`config.mk`:
```
export PLATFORM = sky130hd
export DESIGN_NAME = checksum_frame_deframer_flat
export DESIGN_NICKNAME = d
export VERILOG_FILES = /design/src/sv/cfd_pkg.sv /design/src/sv/cfd_if.sv /design/src/sv/cfd_cfg.sv /design/src/sv/cfd_parse.sv /design/src/sv/checksum_frame_deframer.sv /design/src/flat_wrapper.sv
export SDC_FILE = /design/constraint.sdc
export NUM_CORES = 1
export LEC_CHECK = 0
export BUFFER_PORTS_ARGS = -buffer_cell sky130_fd_sc_hd__buf_2
export CAP_MARGIN = 20
export CORE_MARGIN = 4
export CORE_UTILIZATION = 50
export CTS_CLUSTER_SIZE = 40
export DETAILED_ROUTE_END_ITERATION = 10
export GPL_TIMING_DRIVEN = 0
export PLACE_DENSITY = 0.7
export SKIP_LAST_GASP = 1
export SLEW_MARGIN = 20
export SYNTH_ARGS = -nofsm -noshare
export SYNTH_HDL_FRONTEND = slang
export SYNTH_HIERARCHICAL = 1
export SYNTH_SLANG_ARGS = --single-unit
```
`constraint.sdc`:
```
create_clock -name clk -period 9.2 [get_ports clk]
set_input_delay 0.92 -clock clk [delete_from_list [all_inputs] [get_ports clk]]
set_output_delay 0.92 -clock clk [all_outputs]
set_load 0.02 [all_outputs]
```
`src/sv/cfd_pkg.sv`:
```
// ----------------------------------------------------------------------------
// cfd_pkg
// Shared types and constants for the checksum frame deframer.
// ----------------------------------------------------------------------------
package cfd_pkg;

	localparam int unsigned BYTE_W  = 8;
	localparam int unsigned WORD_W  = 16;
	localparam int unsigned COUNT_W = 9;
	localparam int unsigned CFG_IDX_W = 2;

	// register indexes of the configuration port
	localparam logic [CFG_IDX_W-1:0] REG_START_BYTE  = 2'd0;
	localparam logic [CFG_IDX_W-1:0] REG_ESCAPE_BYTE = 2'd1;
	localparam logic [CFG_IDX_W-1:0] REG_BCAST_ADDR  = 2'd2;

	localparam logic [BYTE_W-1:0] START_BYTE_RST  = 8'd170;
	localparam logic [BYTE_W-1:0] ESCAPE_BYTE_RST = 8'd255;
	localparam logic [BYTE_W-1:0] BCAST_ADDR_RST  = 8'd128;

	// body position where the payload begins
	localparam logic [COUNT_W-1:0] HDR_LEN_BCAST  = 9'd2;
	localparam logic [COUNT_W-1:0] HDR_LEN_NORMAL = 9'd5;

	// body positions of the header bytes
	localparam logic [COUNT_W-1:0] POS_ADDR   = 9'd0;
	localparam logic [COUNT_W-1:0] POS_CMD_HI = 9'd1;
	localparam logic [COUNT_W-1:0] POS_CMD_LO = 9'd2;
	localparam logic [COUNT_W-1:0] POS_SEQ    = 9'd3;
	localparam logic [COUNT_W-1:0] POS_LEN    = 9'd4;
	localparam logic [COUNT_W-1:0] POS_BLEN   = 9'd1;

	typedef struct packed {
		logic [BYTE_W-1:0] start_byte;
		logic [BYTE_W-1:0] escape_byte;
		logic [BYTE_W-1:0] broadcast_address;
	} cfd_cfg_t;

	typedef struct packed {
		logic              is_end;
		logic [BYTE_W-1:0] payload_byte;
		logic [BYTE_W-1:0] payload_index;
		logic [BYTE_W-1:0] frame_address;
		logic              is_broadcast;
		logic [WORD_W-1:0] command_word;
		logic [BYTE_W-1:0] sequence_number;
		logic [BYTE_W-1:0] payload_length;
		logic              checksum_ok;
		logic [WORD_W-1:0] bad_frame_count;
	} cfd_res_t;

endpackage

```
`src/sv/cfd_if.sv`:
```
// ----------------------------------------------------------------------------
// cfd_if
// Valid/ready channels for received line bytes and deframer results.
// ----------------------------------------------------------------------------
interface cfd_in_if;
	logic       valid;
	logic       ready;
	logic [7:0] rx_byte;

	modport source (output valid, output rx_byte, input ready);
	modport sink   (input valid, input rx_byte, output ready);
endinterface

interface cfd_out_if;
	logic        valid;
	logic        ready;
	logic        is_end;
	logic [7:0]  payload_byte;
	logic [7:0]  payload_index;
	logic [7:0]  frame_address;
	logic        is_broadcast;
	logic [15:0] command_word;
	logic [7:0]  sequence_number;
	logic [7:0]  payload_length;
	logic        checksum_ok;
	logic [15:0] bad_frame_count;

	modport source (
		output valid, output is_end, output payload_byte, output payload_index,
		output frame_address, output is_broadcast, output command_word,
		output sequence_number, output payload_length, output checksum_ok,
		output bad_frame_count, input ready
	);
	modport sink (
		input valid, input is_end, input payload_byte, input payload_index,
		input frame_address, input is_broadcast, input command_word,
		input sequence_number, input payload_length, input checksum_ok,
		input bad_frame_count, output ready
	);
endinterface

```
`src/sv/cfd_cfg.sv`:
```
// ----------------------------------------------------------------------------
// cfd_cfg
// Configuration registers: start byte, escape byte, broadcast address.
// ----------------------------------------------------------------------------
module cfd_cfg
	import cfd_pkg::*;
(
	input  logic                 clk,
	input  logic                 arst_n,
	input  logic                 cfg_we,
	input  logic [CFG_IDX_W-1:0] cfg_index,
	input  logic [BYTE_W-1:0]    cfg_data,
	output cfd_cfg_t             cfg
);

	cfd_cfg_t cfg_q;

	always_ff @(posedge clk or negedge arst_n) begin
		if (!arst_n) begin
			cfg_q.start_byte        <= START_BYTE_RST;
			cfg_q.escape_byte       <= ESCAPE_BYTE_RST;
			cfg_q.broadcast_address <= BCAST_ADDR_RST;
		end else if (cfg_we) begin
			unique case (cfg_index)
				REG_START_BYTE:  cfg_q.start_byte        <= cfg_data;
				REG_ESCAPE_BYTE: cfg_q.escape_byte       <= cfg_data;
				REG_BCAST_ADDR:  cfg_q.broadcast_address <= cfg_data;
				default: ;
			endcase
		end
	end

	assign cfg = cfg_q;

endmodule

```
`src/sv/cfd_parse.sv`:
```
// ----------------------------------------------------------------------------
// cfd_parse
// Frame state and per-byte decode: de-escaping, header capture, running
// checksum and result formation for one byte per cycle in which fire is set.
// ----------------------------------------------------------------------------
module cfd_parse
	import cfd_pkg::*;
(
	input  logic              clk,
	input  logic              arst_n,
	input  cfd_cfg_t          cfg,
	input  logic              fire,
	input  logic [BYTE_W-1:0] rx_byte,
	output logic              has_res,
	output cfd_res_t          res
);

	logic               in_frame_q;
	logic               esc_pend_q;
	logic [COUNT_W-1:0] count_q;
	logic [BYTE_W-1:0]  addr_q;
	logic [WORD_W-1:0]  cmd_q;
	logic [BYTE_W-1:0]  seq_q;
	logic [BYTE_W-1:0]  len_q;
	logic [BYTE_W-1:0]  sum_q;
	logic [WORD_W-1:0]  bad_q;

	logic               in_frame_d;
	logic               esc_pend_d;
	logic [COUNT_W-1:0] count_d;
	logic [BYTE_W-1:0]  addr_d;
	logic [WORD_W-1:0]  cmd_d;
	logic [BYTE_W-1:0]  seq_d;
	logic [BYTE_W-1:0]  len_d;
	logic [BYTE_W-1:0]  sum_d;
	logic [WORD_W-1:0]  bad_d;

	logic               is_start;
	logic               take;
	logic [BYTE_W-1:0]  b;
	logic [BYTE_W-1:0]  addr_eff;
	logic               bcast;
	logic [COUNT_W-1:0] hdr_len;
	logic [COUNT_W-1:0] pay_end;
	logic [COUNT_W-1:0] pay_idx;
	logic               ok;

	assign is_start = (rx_byte == cfg.start_byte);
	// a body byte is taken unless it is a start byte or an unescaped escape byte
	assign take     = in_frame_q && !is_start && (esc_pend_q || rx_byte != cfg.escape_byte);
	assign b        = esc_pend_q ? ~rx_byte : rx_byte;
	assign addr_eff = (count_q == POS_ADDR) ? b : addr_q;
	assign bcast    = (addr_eff == cfg.broadcast_address);
	assign hdr_len  = bcast ? HDR_LEN_BCAST : HDR_LEN_NORMAL;
	assign pay_end  = hdr_len + {1'b0, len_q};
	assign pay_idx  = count_q - hdr_len;
	assign ok       = (sum_q == b);

	always_comb begin
		in_frame_d = in_frame_q;
		esc_pend_d = esc_pend_q;
		count_d    = count_q;
		addr_d     = addr_q;
		cmd_d      = cmd_q;
		seq_d      = seq_q;
		len_d      = len_q;
		sum_d      = sum_q;
		bad_d      = bad_q;
		has_res    = 1'b0;
		res        = '0;
		if (is_start) begin
			in_frame_d = 1'b1;
			esc_pend_d = 1'b0;
			count_d    = '0;
			addr_d     = '0;
			cmd_d      = '0;
			seq_d      = '0;
			len_d      = '0;
			sum_d      = '0;
		end else if (in_frame_q && !take) begin
			esc_pend_d = 1'b1;
		end else if (take) begin
			esc_pend_d = 1'b0;
			addr_d     = addr_eff;
			if (count_q < hdr_len) begin
				if (bcast) begin
					if (count_q == POS_BLEN) len_d = b;
				end else begin
					if (count_q == POS_CMD_HI) cmd_d[WORD_W-1:BYTE_W] = b;
					if (count_q == POS_CMD_LO) cmd_d[BYTE_W-1:0]      = b;
					if (count_q == POS_SEQ)    seq_d = b;
					if (count_q == POS_LEN)    len_d = b;
				end
				sum_d   = sum_q + b;
				count_d = count_q + 1'b1;
			end else if (count_q < pay_end) begin
				sum_d             = sum_q + b;
				count_d           = count_q + 1'b1;
				has_res           = 1'b1;
				res.payload_byte  = b;
				res.payload_index = pay_idx[BYTE_W-1:0];
			end else begin
				// checksum byte closes the frame
				in_frame_d = 1'b0;
				if (!ok && bad_q != '1) bad_d = bad_q + 1'b1;
				has_res             = 1'b1;
				res.is_end          = 1'b1;
				res.frame_address   = addr_eff;
				res.is_broadcast    = bcast;
				res.command_word    = bcast ? '0 : cmd_q;
				res.sequence_number = bcast ? '0 : seq_q;
				res.payload_length  = len_q;
				res.checksum_ok     = ok;
				res.bad_frame_count = bad_d;
			end
		end
	end

	always_ff @(posedge clk or negedge arst_n) begin
		if (!arst_n) begin
			in_frame_q <= 1'b0;
			esc_pend_q <= 1'b0;
			count_q    <= '0;
			addr_q     <= '0;
			cmd_q      <= '0;
			seq_q      <= '0;
			len_q      <= '0;
			sum_q      <= '0;
			bad_q      <= '0;
		end else if (fire) begin
			in_frame_q <= in_frame_d;
			esc_pend_q <= esc_pend_d;
			count_q    <= count_d;
			addr_q     <= addr_d;
			cmd_q      <= cmd_d;
			seq_q      <= seq_d;
			len_q      <= len_d;
			sum_q      <= sum_d;
			bad_q      <= bad_d;
		end
	end

endmodule

```
`src/sv/checksum_frame_deframer.sv`:
```
// ----------------------------------------------------------------------------
// checksum_frame_deframer
// Byte-stuffed serial frame decoder with an 8-bit additive checksum.
// ----------------------------------------------------------------------------
// Takes one received line byte per cycle and returns each de-escaped payload
// byte as it arrives, then one summary beat per frame carrying the header
// fields, the checksum verdict and the saturating bad-frame count. A byte
// passes an input register, is decoded combinationally against the running
// frame state and lands in a result register; the sustained rate is one byte
// per cycle; the only stall is backpressure from a full result register.
// Configuration registers are written through the plain write port; the user
// must write only with no bytes in flight; the block does not enforce this.
// ----------------------------------------------------------------------------
module checksum_frame_deframer
	import cfd_pkg::*;
(
	input  logic                 clk,
	input  logic                 arst_n,
	input  logic                 cfg_we,
	input  logic [CFG_IDX_W-1:0] cfg_index,
	input  logic [BYTE_W-1:0]    cfg_data,
	cfd_in_if.sink               in_ch,
	cfd_out_if.source            out_ch
);

	cfd_cfg_t          cfg;
	logic              valid_s1;
	logic [BYTE_W-1:0] byte_s1;
	logic              adv;
	logic              has_res;
	cfd_res_t          res;
	logic              res_valid_q;
	cfd_res_t          res_q;

	cfd_cfg u_cfg (
		.clk       (clk),
		.arst_n    (arst_n),
		.cfg_we    (cfg_we),
		.cfg_index (cfg_index),
		.cfg_data  (cfg_data),
		.cfg       (cfg)
	);

	// stage 1 moves on when the result register is free or draining
	assign adv          = valid_s1 && (!res_valid_q || out_ch.ready);
	assign in_ch.ready  = !valid_s1 || adv;

	always_ff @(posedge clk or negedge arst_n) begin
		if (!arst_n) begin
			valid_s1 <= 1'b0;
		end else if (in_ch.ready) begin
			valid_s1 <= in_ch.valid;
		end
	end

	always_ff @(posedge clk) begin
		if (in_ch.ready && in_ch.valid) begin
			byte_s1 <= in_ch.rx_byte;
		end
	end

	cfd_parse u_parse (
		.clk     (clk),
		.arst_n  (arst_n),
		.cfg     (cfg),
		.fire    (adv),
		.rx_byte (byte_s1),
		.has_res (has_res),
		.res     (res)
	);

	always_ff @(posedge clk or negedge arst_n) begin
		if (!arst_n) begin
			res_valid_q <= 1'b0;
		end else if (adv) begin
			res_valid_q <= has_res;
		end else if (out_ch.ready) begin
			res_valid_q <= 1'b0;
		end
	end

	always_ff @(posedge clk) begin
		if (adv && has_res) begin
			res_q <= res;
		end
	end

	assign out_ch.valid           = res_valid_q;
	assign out_ch.is_end          = res_q.is_end;
	assign out_ch.payload_byte    = res_q.payload_byte;
	assign out_ch.payload_index   = res_q.payload_index;
	assign out_ch.frame_address   = res_q.frame_address;
	assign out_ch.is_broadcast    = res_q.is_broadcast;
	assign out_ch.command_word    = res_q.command_word;
	assign out_ch.sequence_number = res_q.sequence_number;
	assign out_ch.payload_length  = res_q.payload_length;
	assign out_ch.checksum_ok     = res_q.checksum_ok;
	assign out_ch.bad_frame_count = res_q.bad_frame_count;

endmodule
```
`src/flat_wrapper.sv`:
```
// flat-port wrapper written by rule: the top's interface ports become plain ports
module checksum_frame_deframer_flat import cfd_pkg::*;
  (clk, arst_n, cfg_we, cfg_index, cfg_data, in_ch_valid, in_ch_rx_byte, in_ch_ready, out_ch_valid, out_ch_is_end, out_ch_payload_byte, out_ch_payload_index, out_ch_frame_address, out_ch_is_broadcast, out_ch_command_word, out_ch_sequence_number, out_ch_payload_length, out_ch_checksum_ok, out_ch_bad_frame_count, out_ch_ready);
  cfd_in_if in_ch_i ();
  cfd_out_if out_ch_i ();
  input  logic clk;
  input  logic arst_n;
  input  logic cfg_we;
  input  logic [CFG_IDX_W-1:0] cfg_index;
  input  logic [BYTE_W-1:0] cfg_data;
  input wire logic [$bits(in_ch_i.valid)-1:0] in_ch_valid;
  input wire logic [$bits(in_ch_i.rx_byte)-1:0] in_ch_rx_byte;
  output wire logic [$bits(in_ch_i.ready)-1:0] in_ch_ready;
  output wire logic [$bits(out_ch_i.valid)-1:0] out_ch_valid;
  output wire logic [$bits(out_ch_i.is_end)-1:0] out_ch_is_end;
  output wire logic [$bits(out_ch_i.payload_byte)-1:0] out_ch_payload_byte;
  output wire logic [$bits(out_ch_i.payload_index)-1:0] out_ch_payload_index;
  output wire logic [$bits(out_ch_i.frame_address)-1:0] out_ch_frame_address;
  output wire logic [$bits(out_ch_i.is_broadcast)-1:0] out_ch_is_broadcast;
  output wire logic [$bits(out_ch_i.command_word)-1:0] out_ch_command_word;
  output wire logic [$bits(out_ch_i.sequence_number)-1:0] out_ch_sequence_number;
  output wire logic [$bits(out_ch_i.payload_length)-1:0] out_ch_payload_length;
  output wire logic [$bits(out_ch_i.checksum_ok)-1:0] out_ch_checksum_ok;
  output wire logic [$bits(out_ch_i.bad_frame_count)-1:0] out_ch_bad_frame_count;
  input wire logic [$bits(out_ch_i.ready)-1:0] out_ch_ready;
  assign in_ch_i.valid = in_ch_valid;
  assign in_ch_i.rx_byte = in_ch_rx_byte;
  assign in_ch_ready = in_ch_i.ready;
  assign out_ch_valid = out_ch_i.valid;
  assign out_ch_is_end = out_ch_i.is_end;
  assign out_ch_payload_byte = out_ch_i.payload_byte;
  assign out_ch_payload_index = out_ch_i.payload_index;
  assign out_ch_frame_address = out_ch_i.frame_address;
  assign out_ch_is_broadcast = out_ch_i.is_broadcast;
  assign out_ch_command_word = out_ch_i.command_word;
  assign out_ch_sequence_number = out_ch_i.sequence_number;
  assign out_ch_payload_length = out_ch_i.payload_length;
  assign out_ch_checksum_ok = out_ch_i.checksum_ok;
  assign out_ch_bad_frame_count = out_ch_i.bad_frame_count;
  assign out_ch_i.ready = out_ch_ready;
  checksum_frame_deframer u_core (.clk(clk), .arst_n(arst_n), .cfg_we(cfg_we), .cfg_index(cfg_index), .cfg_data(cfg_data), .in_ch(in_ch_i), .out_ch(out_ch_i));
endmodule
```
==> out/metrics.yaml <==
global_route:
  grt_pass1_vias: 6215
  grt_pass1_wl_mm: 33.1
  grt_max_degree: 66
  grt_usage: 0.207
  grt_remaining_overflow: 0
  antenna_found_initial: 0
timing:
  max-slew-margin-rel: 0.284
  skew_ns: 0.00968
  tightest_slew_ns: 1.07
  clock.fmax_mhz: 153
  finalSetupTns_ns: 0
  hold_slack_ns: 0.393
  setup_violations: 0
  period_minus_slack_ns: 6.55
  finalHoldViolations: 0
  period_share: 0.712
  rsz0062_at_grt: "no"
  slew_violations: 0
synthesis:
  synthTopCellsByArea: "edfxtp_1 27%, dfrtp_1 24%, dfstp_2 3.7%"
  synth_top_area_cell: "edfxtp_1"
  synth_nets: 808
  seq_area_frac_synth: 0.553
  synthDistinctLibCells: 79
  syn_inst: 756
  ys_ff_latch: 184
  synth-main-ff-cell: "dfrtp_1"
  synth.top_cell.area_share: 0.273
  avgSynthCellArea_um2: 12.1
  synth_edf_count: 83
  synth_area_um2: 9110
  yosys_warnings: 6
  ys_async_sr_fraction: 0.549
die:
  initial_utilization: 0.507
  die_x_um: 143
  dieHeight_um: 143
  rows: 49
  core-area_um2: 18000
  io_pins: 100
  dieArea_um2: 20500
finish:
  fillCellCount: 1516
  drive_gt1_frac: 0.244
  antenna_cells: 0
  syn_to_final_growth_pct: 16.0
  nNetsFinal: 929
  final_cells: 1119
worst_setup_path:
  crit_type: "reg2reg"
  timing.critical_path.arrival_ns: 6.84
  worstPathMaxFanout: 15
  r2r-end: "u_core/out_ch.command_word[7]$_DFFE_PP_"
  worstSetupStartpointType: "flip-flop"
  crit_required_ns: 9.49
  reg2regPathDepth: 23
  cp-end-kind: "flip-flop"
  reg2reg_setup_slack_ns: 2.65
  r2r_start: "u_core/u_parse/esc_pend_q$_DFFE_PN0P_"
  crit_start: "u_core/u_parse/esc_pend_q$_DFFE_PN0P_"
placement:
  gp_congestion: 0.877
  io_buffers: 99
  hpwl_mm: 14.5
  dp.cells: 1087
routing:
  drc: 0
  vias: 6197
  route.met3.wl_um: 879
  wl_per_cell_um: 18.0
  vias_per_cell: 5.54
  drtIter0Drc: 409
  drtAntennaViolNets: 0
  routed_wl_mm: 20.1
  wl_met2_mm: 9.66
  met1_length_mm: 9.16
  drt-pass1-iter-count: 5
  highest_layer: "met4"
clocking:
  cts_htree_levels: 4
  ctsResizeCount: 0
  cts_hold_buf: 0
  cts_tree: "built"
  root_buffer: "clkbuf_16"
  cts_setup_buffers: 0
  cts_buffers: 17
  cts.clk_slew.worst_paths_ns: 0.06
  worstSkewPairLatency_ns: 0.43
  clock_path_buffers: 2
  cts.sinks: 184
job:
  maxCapViolations: 0
power:
  leakage_nw: 4.40
  p_clk_frac: 0.298
  powerDensity_nw_per_um2: 231
  p_sw_frac: 0.329
  switchingPower_w: 0.000802
  pwr-share-seq: 0.427
  p_int_w: 0.00164
  ir_drop_mv: 0.150
  power_frac_comb: 0.274
worst_hold_path:
  min_path_type: "in2async"
status:
  status: "finished clean"
## worst max path at each step
stage	endpoint	slack [ns]
final	u_core/out_ch.command_word[7]$_DFFE_PP_	2.65
after detailed placement	u_core/out_ch.command_word[7]$_DFFE_PP_	2.77
after global placement	u_core/out_ch.command_word[13]$_DFFE_PP_	-0.06
after global routing	u_core/u_parse/count_q[3]$_DFFE_PN0P_	2.18
after floorplan	u_core/out_ch.bad_frame_count[0]$_DFFE_PP_	2.35
after CTS	u_core/out_ch.command_word[7]$_DFFE_PP_	2.67
## placed cells by master, fill, tap and decap left out, types with 7 or more instances in the layout
cell,instances
a21oi_1,24
a22o_1,17
and3_1,37
buf_2,114
clkbuf_1,15
clkbuf_16,17
dfrtp_1,88
dfstp_2,13
edfxtp_1,83
ha_1,26
inv_1,35
mux2_2,24
mux2i_1,9
nand2_1,42
nand2b_1,7
nand3_1,16
nand4_1,9
nor2_1,67
nor3_1,8
o21ai_0,10
o2bb2ai_1,24
xnor2_1,38
xor2_1,36
## layout make-up
cell class / count / area (um2) / area share
clock buffers: 20 / 447 / 0.0422
well taps: 229 / 287 / 0.0271
flip-flops and latches: 184 / 5040 / 0.476
multi-input cells: 502 / 3790 / 0.358
clock inverters: 12 / 143 / 0.0135
repair buffers: 102 / 577 / 0.0545
plain buffers: 33 / 159 / 0.0150
inverters: 37 / 139 / 0.0131
## routing by layer
metal  track usage  vias up
met3        0.0348       30
met1         0.283     3018
met2         0.337      166
met5             0        -
li1              -     2983
met4        0.0720        0
## state kept, by name, summed over array words and instances, names as in the netlist, 8 cells and up
name and cells:
u_core/u_parse/bad_q 16, u_core/out_ch.command_word 16, u_core/out_ch.sequence_number 8, u_core/out_ch.payload_index 8, u_core/out_ch.frame_address 8, u_core/u_parse/seq_q 8
u_core/out_ch.payload_byte 8, u_core/u_cfg/cfg 24, u_core/byte_s1 8, u_core/out_ch.bad_frame_count 16, u_core/out_ch.payload_length 8, u_core/u_parse/sum_q 8
u_core/u_parse/count_q 9, u_core/u_parse/addr_q 8, u_core/u_parse/cmd_q 16, u_core/u_parse/len_q 8
## per-stage QoR
stage                     utilization  total power, W  setup slack [ns]  area, um2
final                           0.589         0.00244              2.65      10600
after global routing            0.589         0.00258              2.18      10600
after CTS                       0.589         0.00246              2.67      10600
after detailed placement        0.556         0.00173              2.77       9990
after global placement          0.551         0.00171           -0.0642       9900
after floorplan                     -         0.00153              2.35       9110
## synthesized netlist by cell type, types with 5 or more instances
master,count
buf_2,16
nor2b_1,7
o211ai_1,6
o21ai_0,10
mux2_2,24
nor4_1,5
nor2_1,67
a22o_1,17
clkbuf_1,13
xor2_1,36
nand2_1,42
ha_1,26
nor3_1,8
a21oi_1,24
inv_1,35
o2bb2ai_1,24
mux2i_1,9
nand2b_1,7
edfxtp_1,83
and3_1,37
dfrtp_1,88
a2111o_1,6
or3_1,6
a21o_1,5
xnor2_1,38
dfstp_2,13
nand3_1,16
nand4_1,9
## logic make-up (layout without fill, tap and decap cells)
family	after synthesis	after routing	share of synthesized area
compound gates	127	127	0.111
xor+xnor	78	78	0.0802
fa+ha+maj	29	29	0.0423
buf+inv	70	204	0.0327
flops	184	184	0.553
mux	35	35	0.0420
simple gates	233	233	0.139
## critical path: stages (launching register included)
cell,delay [ns]
dfrtp_1,0.36
buf_4,0.19
xnor2_1,0.75
a2111o_1,0.30
nand2_1,0.13
nand2_1,0.13
clkbuf_1,0.30
clkbuf_1,0.74
ha_1,0.31
inv_1,0.06
fa_1,0.40
inv_1,0.08
a21o_1,0.13
nand4_1,0.13
xor2_1,0.18
ha_1,0.29
nand2_1,0.06
o21ai_0,0.19
a21oi_1,0.06
o21ai_1,0.52
nand2_2,0.30
inv_2,0.18
clkbuf_1,0.35
and3_1,0.24
## power groups by stage
stage / Sequential (W) / Combinational [W] / Clock [W]
floorplan: 0.00111 / 0.000425 / 0
global placement: 0.00106 / 0.000641 / 0
global route: 0.00105 / 0.000741 / 0.000784
finish: 0.00104 / 0.000670 / 0.000728
CTS: 0.00104 / 0.000672 / 0.000744
detailed placement: 0.00106 / 0.000667 / 0
(Power assumes the default switching activity.)
